File: src/hdl/assert_macros.svh
// Assertion macros used by the RTL of the HSV to RGB converter.
// No dependencies; included by files that carry concurrent assertions.
`ifndef ASSERT_MACROS_SVH
`define ASSERT_MACROS_SVH

// Generic clocked assertion with explicit clock and active-low reset.
`define ASSERT_CLK(label, clk, rst_n, prop, msg) \
  label: assert property (@(posedge clk) disable iff (!rst_n) prop) else $error(msg);

// Assertion on the house clock and reset names.
`define ASSERT_STD(label, prop, msg) \
  `ASSERT_CLK(label, clk_i, rst_ni, prop, msg)

`endif

File: src/hdl/hsv2rgb_pkg.sv
// Package for the HSV to RGB converter: widths, constants, sector codes, types.
// No dependencies.
`timescale 1ns / 1ps
package hsv2rgb_pkg;

  localparam int unsigned HUE_W    = 16;
  localparam int unsigned UNIT_W   = 9;
  localparam int unsigned FRAC_W   = 16;
  localparam int unsigned SECTOR_W = 3;
  localparam int unsigned BYTE_W   = 8;
  localparam int unsigned RGB_W    = 3 * BYTE_W;
  // f*s fits in 24 bits, (1-f)*s needs one more for the full-turn case
  localparam int unsigned FS_W     = FRAC_W + BYTE_W;
  localparam int unsigned GS_W     = FS_W + 1;
  localparam int unsigned PROD_W   = GS_W + BYTE_W;

  localparam logic [UNIT_W-1:0]   UNIT_ONE   = UNIT_W'(256);
  localparam logic [FRAC_W:0]     FRAC_ONE   = (FRAC_W+1)'(65536);
  localparam logic [GS_W-1:0]     FULL_SCALE = GS_W'(1 << FS_W);
  localparam logic [BYTE_W-1:0]   BYTE_MAX   = '1;
  localparam logic [HUE_W+2:0]    SECTORS    = (HUE_W+3)'(6);

  typedef enum logic [SECTOR_W-1:0] {
    SEC_RED_YEL = 3'd0,
    SEC_YEL_GRN = 3'd1,
    SEC_GRN_CYN = 3'd2,
    SEC_CYN_BLU = 3'd3,
    SEC_BLU_MAG = 3'd4,
    SEC_MAG_RED = 3'd5
  } sector_e;

  // Per-pixel intermediate components, units of 1/256 (0..256)
  typedef struct packed {
    logic [UNIT_W-1:0] v;
    logic [UNIT_W-1:0] p;
    logic [UNIT_W-1:0] q;
    logic [UNIT_W-1:0] t;
  } comp_t;

endpackage

File: src/hdl/hsv2rgb_place.sv
// Sector placement of v, p, q, t into red, green, blue with byte saturation.
// Depends on hsv2rgb_pkg.
`timescale 1ns / 1ps
module hsv2rgb_place
  import hsv2rgb_pkg::*;
(
  input  logic [SECTOR_W-1:0] sector_i,
  input  comp_t               comp_i,
  output logic [RGB_W-1:0]    rgb_o
);

  logic [UNIT_W-1:0] r, g, b;

  function automatic logic [BYTE_W-1:0] sat_byte(input logic [UNIT_W-1:0] x);
    sat_byte = x[UNIT_W-1] ? BYTE_MAX : x[BYTE_W-1:0];
  endfunction

  always_comb begin
    unique case (sector_e'(sector_i))
      SEC_RED_YEL: begin r = comp_i.v; g = comp_i.t; b = comp_i.p; end
      SEC_YEL_GRN: begin r = comp_i.q; g = comp_i.v; b = comp_i.p; end
      SEC_GRN_CYN: begin r = comp_i.p; g = comp_i.v; b = comp_i.t; end
      SEC_CYN_BLU: begin r = comp_i.p; g = comp_i.q; b = comp_i.v; end
      SEC_BLU_MAG: begin r = comp_i.t; g = comp_i.p; b = comp_i.v; end
      default:     begin r = comp_i.v; g = comp_i.p; b = comp_i.q; end
    endcase
  end

  assign rgb_o = {sat_byte(r), sat_byte(g), sat_byte(b)};

endmodule

File: config.mk
export PLATFORM = sky130hd
export DESIGN_NAME = hsv2rgb_place
export DESIGN_NICKNAME = d
export VERILOG_FILES = /design/src/hdl/assert_macros.svh /design/src/hdl/hsv2rgb_pkg.sv /design/src/hdl/hsv2rgb_place.sv
export SDC_FILE = /design/constraint.sdc
export NUM_CORES = 1
export LEC_CHECK = 0
export ABC_AREA = 1
export BUFFER_PORTS_ARGS = -buffer_cell sky130_fd_sc_hd__buf_2
export CAP_MARGIN = 5
export CELL_PAD_IN_SITES_DETAIL_PLACEMENT = 2
export CELL_PAD_IN_SITES_GLOBAL_PLACEMENT = 2
export CORE_MARGIN = 3
export CORE_UTILIZATION = 20
export DETAILED_ROUTE_END_ITERATION = 8
export GPL_ROUTABILITY_DRIVEN = 0
export MAX_ROUTING_LAYER = met4
export PLACE_DENSITY = 0.89
export SLEW_MARGIN = 15
export SYNTH_ARGS = -nofsm -noshare
export SYNTH_HDL_FRONTEND = slang
export SYNTH_SLANG_ARGS = --single-unit
File: constraint.sdc
create_clock -name vclk -period 3.5
set_clock_uncertainty 0.15 [all_clocks]
set_input_delay 0.35 -clock vclk [all_inputs]
set_output_delay 0.35 -clock vclk [all_outputs]
set_load 0.02 [all_outputs]
# Word-level counts from Yosys, hierarchy flattened

Cells that the tools add are included.

Flip-flop bits (word level): 0
Input port bits: 39
Output and inout port bits: 24
Logic and storage cells: 15

Equal/unequal tests: 4
Multiplexer cells: 6
Reductions and logical operators: 5

Operator list:

| cell                                          | count |
|---|---|
| one-hot mux 9 bit (3 select lines)            | 3 |
| two-way mux 8 bit                             | 3 |
| OR reduction 2 bit                            | 4 |
| == test 3 x 2 -> 1 bit, second input constant | 2 |
| == test 3 x 1 -> 1 bit, second input constant | 1 |
| == test 3 bit, second input constant          | 1 |
| logical NOT 3 bit                             | 1 |

# Longest topological paths before layout

Gate-level depths: netlist of the first run.

Depth after elaboration: 4
Depth in mapped cells: 8
Mapped depth without buffers: 7

# Worst setup path before layout of the first run

Ideal clock, no wire load.

Kind: input-to-output
Start: input port sector_i[2]
End: output port rgb_o[0]
Data arrival time: 1.248 ns
Required time: 3.000 ns
Path slack: 1.752 ns
Stages: 7
Buffers on the path: 2
Path through: buf_2 > o21ai_1 > clkbuf_1 > nand3_1 > nand3_1 > nor2_1 > nand2_1

Longest elaborated chain between the ends: 4
Elaborated cells on any way between the ends: 9
Classes of those cells: eq/ne: 4; mux: 2; reduce/logical: 3

RTL lines:

| item                                        | line                | text |
|---|---|---|
| from (decl)                                 | hsv2rgb_place.sv:7  | `input logic [SECTOR_W-1:0] sector_i,` |
| == test 3 bit, or another cell as far along | hsv2rgb_place.sv:19 | `unique case (sector_e'(sector_i))` |
| OR reduction 2 bit (no line)                | --                  |  |
| one-hot mux 9 bit (3 select lines) (*)      | hsv2rgb_place.sv:19 |  |
| two-way mux 8 bit (*)                       | hsv2rgb_place.sv:15 | `sat_byte = x[UNIT_W-1] ? BYTE_MAX : x[BYTE_W-1:0];` |
| to (decl)                                   | hsv2rgb_place.sv:9  | `output logic [RGB_W-1:0] rgb_o` |

Every way passes the cells marked *; elsewhere a longest branch is shown, timed or not.

# Worst setup path after layout of the first run

Start: input port sector_i[0]
End: output port rgb_o[19]

Longest elaborated chain between the ends: 4
Elaborated cells on any way between the ends: 7
Classes of those cells: eq/ne: 4; mux: 2; reduce/logical: 1

RTL lines:

| item                                   | line |
|---|---|
| == test 3 x 2 -> 1 bit                 | hsv2rgb_place.sv:19 |
| OR reduction 2 bit (no line)           | -- |
| one-hot mux 9 bit (3 select lines) (*) | hsv2rgb_place.sv:19 |
| two-way mux 8 bit (*)                  | hsv2rgb_place.sv:15 |

Marked as above.

==> flow_summary_export.csv, run 1 <==
group,metric,value,unit
placed_design,cell_count_after_placement,395,
logic_synthesis,synthesized_net_count,306,
sta,setup_violations,0,
finish,fin_nets,366,
floorplanning,boundaryPins,63,
finish,syn2layout_area_growth,34.9,%
sta,final_min_period_over_clock_period,78.6,%
floorplanning,initial_core_utilization,21.1,%
power_and_ir_drop,switching_power_summed_over_all_nets,175,uW
logic_synthesis,mappedNetlistArea,0.00110,mm2
clock_network,cts.repair_timing.setup_buffer_count,0,
drt,dr_total_vias,1885,
placed_design,number_of_input_and_output_port_buffers_inserted,63,
power_and_ir_drop,p_leak,0.000950,uW
floorplanning,die_h,80.3,um
finish,num-clock-buffers,0,
power_and_ir_drop,power.share.clock,0,%
setup_path,cp.required,3000,ps
clock_network,holdBufCountCts,0,
drt,vias_per_cell,4.77,
sta,relSlewSlack,46.6,%
setup_path,worst_setup_path_start_kind,"primary input",
drt,first_pass_iters,4,
setup_path,kind_of_end_point_of_the_critical_path,"primary output",
power_and_ir_drop,pwr_density_cell,171,mW/mm2
floorplanning,fp.dieArea,0.00645,mm2
setup_path,worstPathArrival,2250,ps
power_and_ir_drop,seqPwrFrac,0,%
floorplanning,die_width,80.3,um
floorplanning,fp-row-count,26,
setup_path,worstPathMaxFanout,15,
run_status,run_status,"finished, final reports clean",
placed_design,post-dp-hpwl,4.79,mm
finish,fraction_of_layout_instances_using_a_drive_strength_above_1,23.7,%
finish,inserted_diodes,0,
drt,drt_iter0_drc,113,
drt,routed_wl_per_cell,15.1,um
finish,layout_common_cells,"sky130_fd_sc_hd__nand2_1 (120), sky130_fd_sc_hd__buf_2 (63), sky130_fd_sc_hd__nor2_1 (50), sky130_fd_sc_hd__inv_1 (36), sky130_fd_sc_hd__nand3_1 (31)",
hold_path,worst_hold_path_type,"primary input to primary output",
global_route,first_global_vias,1990,
power_and_ir_drop,power.share.switching,68.5,%
logic_synthesis,synthesis.area_per_instance,4.14,um2
sta,minimum_period_implied_by_the_final_worst_setup_slack,2750,ps
finish,layout.cells.most_common,"sky130_fd_sc_hd__nand2_1",
flow_run,max_cap_violations,0,
global_route,pin_count_of_the_biggest_net_entering_global_routing,18,
drt,routed_wl,5.96,mm
finish,finalNonFillerCells,395,
drt,postRouteAntennaNets,0,
logic_synthesis,yosysUniqueCellTypes,15,
sta,final_max_slew_viol_count,0,
finish,fillers,767,
logic_synthesis,yosysWarnings,0,
setup_path,worstSetupPathType,"primary input to primary output",
sta,grt_setup_unrepaired,"false",
global_route,grtUsageTotal,19.3,%
floorplanning,core_region_area,0.00524,mm2
finish,ff_latch_area,0,um2
sta,max_slew.worst_pin.slew,798,ps
finish,n_sequential_cell,0,
global_route,grt_pass1_wl,9.70,mm
power_and_ir_drop,irDropWorstVdd,0.0635,mV
global_route,antenna_found_initial,0,
power_and_ir_drop,comb_power_share,100.0,%
logic_synthesis,yosysSeqAreaShare,0,%
sta,timing.setup.tns,0,ps
sta,max_freq,0.363,GHz
drt,drc,0,
logic_synthesis,count_of_mapped_cells_out_of_synthesis,267,
power_and_ir_drop,internal_power,80.6,uW
clock_network,post_cts_resized,0,
global_route,grt_remaining_overflow,0,
sta,finalHoldViolCount,0,
-- cells in the mapped netlist, drive strengths merged --
cell type / n / area share, %
nand2: 123 / 42
nand3: 32 / 15
or2: 5 / 2.8
clkbuf: 2 / 0.68
nand4: 8 / 4.5
nor2: 52 / 19
buf: 5 / 2.3
o21ai: 1 / 0.45
inv: 39 / 13
-- power by group through the flow --
stage | Combinational (uW) | Clock [uW] | Sequential, uW
finish | 255 | 0 | 0
floorplan | 150 | 0 | 0
detailed placement | 258 | 0 | 0
global route | 285 | 0 | 0
CTS | 259 | 0 | 0
global placement | 250 | 0 | 0
-- per-layer routing --
metal / vias up / global-route usage [%] / share of wire (%)
li1: 924 / - / -
met1: 895 / 24.3 / 44
met2: 58 / 34.9 / 49
met3: 8 / 0.448 / 4.7
met4: 0 / 2.70 / 1.7
met5: - / - / 0
-- kinds of logic (layout without fill, tap and decap cells) --
kind of cell	count (synthesis)	after routing	synth area share (%)
simple gates	220	220	83.4
buf+inv	46	104	16.2
compound gates	1	1	0.453
-- critical path: stages --
cell	delay [ps]
sky130_fd_sc_hd__buf_2	190
sky130_fd_sc_hd__inv_1	370
sky130_fd_sc_hd__nand2_1	110
sky130_fd_sc_hd__nor2_1	560
sky130_fd_sc_hd__nand2_1	130
sky130_fd_sc_hd__nand3_1	190
sky130_fd_sc_hd__nor2_4	80
sky130_fd_sc_hd__nand2_1	90
sky130_fd_sc_hd__buf_2	170
-- cell type report --
| type | instances | area, um2 | area share [%] |
|---|---|---|---|
| Timing Repair Buffer | 65 | 330 | 22.2 |
| Inverter | 39 | 146 | 9.82 |
| Tap cell | 70 | 87.6 | 5.88 |
| Multi-Input combinational cell | 221 | 926 | 62.1 |
-- stage by stage --
stage          hold slack [ps]  worst slack (ps)  util [%]  power, uW  instance area, um2
2_1_floorplan              803              1750         -        150                1100
3_3_place_gp               973               819      28.5        250                1490
3_5_place_dp               985               711      28.5        258                1490
4_1_cts                    988               707      28.5        259                1490
5_1_grt                   1030               557      28.5        285                1490
6_report                   979               748      28.5        255                1490
-- worst paths after layout --
path                        end        start  cells past startpoint
worst max-delay path  rgb_o[19]  sector_i[0]                      9
worst min-delay path   rgb_o[8]   comp_i[18]                      6
Power figures use the tool's default switching activity.
==> run 2: changes to the inputs <==
--- a/config.mk
+++ b/config.mk
@@ -11,11 +11,11 @@
 export CELL_PAD_IN_SITES_DETAIL_PLACEMENT = 2
 export CELL_PAD_IN_SITES_GLOBAL_PLACEMENT = 2
 export CORE_MARGIN = 3
-export CORE_UTILIZATION = 20
+export CORE_UTILIZATION = 17
 export DETAILED_ROUTE_END_ITERATION = 8
 export GPL_ROUTABILITY_DRIVEN = 0
 export MAX_ROUTING_LAYER = met4
-export PLACE_DENSITY = 0.89
+export PLACE_DENSITY = 0.81
 export SLEW_MARGIN = 15
 export SYNTH_ARGS = -nofsm -noshare
 export SYNTH_HDL_FRONTEND = slang
==> constraint.sdc (replaced) <==
create_clock -name vclk -period 2.26
set_clock_uncertainty 0.15 [all_clocks]
set_input_delay 0.226 -clock vclk [all_inputs]
set_output_delay 0.226 -clock vclk [all_outputs]
set_load 0.02 [all_outputs]
==> run 2 against run 1 <==
- total power increased by 65%
- cell count is 4.8% higher
- combinational power increased by 65%
- critical endpoint unchanged
- sequential cell count unchanged
- via count rose by 1.8%
- wire length grew 7.5%
- non-clock buffer count increased by 14
- hold slack worse by 250 ps
- global-route usage shrank 1.6 points
- sequential share of layout area unchanged
- largest power group unchanged
- critical path depth rose by 1
==> flow_summary_export.csv, run 2 (synthesis results as in run 1) <==
group,metric,value,unit
run_status,run_status,"finished, final reports clean",
drt,drc,0,
setup_path,max_stage_delay,210,ps
setup_path,crit_slowest_cell,"sky130_fd_sc_hd__nand2_1",
global_route,pin_count_of_the_biggest_net_entering_global_routing,17,
floorplanning,die_h,86.6,um
power_and_ir_drop,pwr_density_cell,264,mW/mm2
sta,finalHoldViolCount,0,
sta,max_slew.worst_pin.slew,316,ps
sta,final.setup.worst_slack,263,ps
setup_path,cp.required,1880,ps
finish,layout_common_cells,"sky130_fd_sc_hd__nand2_1 (120), sky130_fd_sc_hd__buf_2 (63), sky130_fd_sc_hd__nor2_1 (50), sky130_fd_sc_hd__inv_1 (36), sky130_fd_sc_hd__nand3_1 (31)",
power_and_ir_drop,p_leak,0.00102,uW
sta,grt_setup_unrepaired,"false",
drt,vias_per_cell,4.63,
floorplanning,fp.dieArea,0.00750,mm2
hold_path,worst_hold_path_type,"primary input to primary output",
drt,postRouteAntennaNets,0,
setup_path,worst_setup_path_start_kind,"primary input",
finish,fillers,876,
finish,layout.cells.most_common,"sky130_fd_sc_hd__nand2_1",
setup_path,path_cells,"buf_2 -> inv_2 -> nand2_1 -> nor2_2 -> buf_4 -> nand2_1 -> nand3_1 -> nor2_1 -> nand2_1 -> buf_2",
floorplanning,die_width,86.6,um
floorplanning,core_region_area,0.00610,mm2
clock_network,cts.repair_timing.setup_buffer_count,0,
setup_path,worstSetupPathType,"primary input to primary output",
placed_design,post-dp-hpwl,5.40,mm
sta,fin_worst_hold_slack,726,ps
finish,fin_util,26.3,%
clock_network,holdBufCountCts,0,
global_route,grt_pass1_wl,10.4,mm
finish,fin_nets,380,
setup_path,kind_of_end_point_of_the_critical_path,"primary output",
sta,final_max_slew_viol_count,0,
finish,syn2layout_area_growth,45.0,%
power_and_ir_drop,internal_power,144,uW
floorplanning,fp-row-count,28,
setup_path,critical-path-top-cell-by-count,"sky130_fd_sc_hd__nand2_1",
global_route,first_global_vias,2046,
placed_design,dp_worst_setup_slack,253,ps
global_route,gr-usage-met2,32.7,%
flow_run,max_cap_violations,0,
setup_path,worstPathArrival,1620,ps
power_and_ir_drop,power.share.switching,65.9,%
floorplanning,boundaryPins,63,
clock_network,post_cts_resized,0,
sta,setup_violations,0,
placed_design,number_of_input_and_output_port_buffers_inserted,63,
global_route,grtUsageTotal,17.6,%
global_route,grt-busiest-layer,"met2",
finish,n_sequential_cell,0,
power_and_ir_drop,switching_power_summed_over_all_nets,278,uW
sta,final_min_period_over_clock_period,88.3,%
drt,routed_wl,6.41,mm
power_and_ir_drop,seqPwrFrac,0,%
sta,relSlewSlack,78.9,%
power_and_ir_drop,comb_power_share,100.0,%
finish,ff_latch_area,0,um2
finish,num-clock-buffers,0,
sta,minimum_period_implied_by_the_final_worst_setup_slack,2000,ps
sta,max_freq,0.501,GHz
global_route,antenna_found_initial,0,
floorplanning,initial_core_utilization,18.1,%
global_route,grt.met1_usage,22.5,%
power_and_ir_drop,irDropWorstVdd,0.0894,mV
drt,drt_iter0_drc,74,
hold_path,worst_hold_path.num_cells,6,
drt,dr_total_vias,1918,
sta,timing.setup.tns,0,ps
power_and_ir_drop,power.share.clock,0,%
finish,fraction_of_layout_instances_using_a_drive_strength_above_1,26.8,%
global_route,grt_util_met3,0.475,%
setup_path,worstPathMaxFanout,12,
drt,first_pass_iters,4,
global_route,grt_remaining_overflow,0,
drt,routed_wl_per_cell,15.5,um
finish,inserted_diodes,0,
run 2: cell count changes in the layout (fill, tap and decap cells not counted), sizes merged:
cell / change
buf: +14
run 2: critical path: cells and delay by family:
| family | cells | cell delay (ps) |
|---|---|---|
| and+or+nand+nor | 6 | 660 |
| buffers and inverters | 4 | 720 |
run 2: layout make-up:
| type | instances | area (um2) | share of cell area [%] |
|---|---|---|---|
| inverters | 39 | 146 | 9.14 |
| multi-input cells | 221 | 926 | 57.8 |
| well taps | 75 | 93.8 | 5.86 |
| repair buffers | 79 | 435 | 27.2 |
run 2: final timing paths:
kind | slack, ps | endpoint | startpoint
min | 730 | rgb_o[14] | comp_i[24]
max | 260 | rgb_o[19] | sector_i[2]
run 2: power groups by stage:
| stage | Sequential [uW] | Combinational, uW | Clock, uW |
|---|---|---|---|
| 2_1_floorplan | 0 | 233 | 0 |
| 3_3_place_gp | 0 | 415 | 0 |
| 3_5_place_dp | 0 | 428 | 0 |
| 4_1_cts | 0 | 430 | 0 |
| 5_1_grt | 0 | 470 | 0 |
| 6_report | 0 | 422 | 0 |
run 2: layer usage:
layer  vias up  wire [um]  share of wire (%)
li1        951          -                  -
met1       932       2880                 45
met2        35       3330                 52
met3         0        197                3.1
met4         0          0                  0
met5         -          0                  0
run 2: metrics by stage:
step                      std cells  power [uW]  cell area [um2]
after CTS                       414         430             1600
after global routing            414         470             1600
after floorplan                 267         233             1100
after global placement          414         415             1600
after detailed placement        414         428             1600
final                           414         422             1600
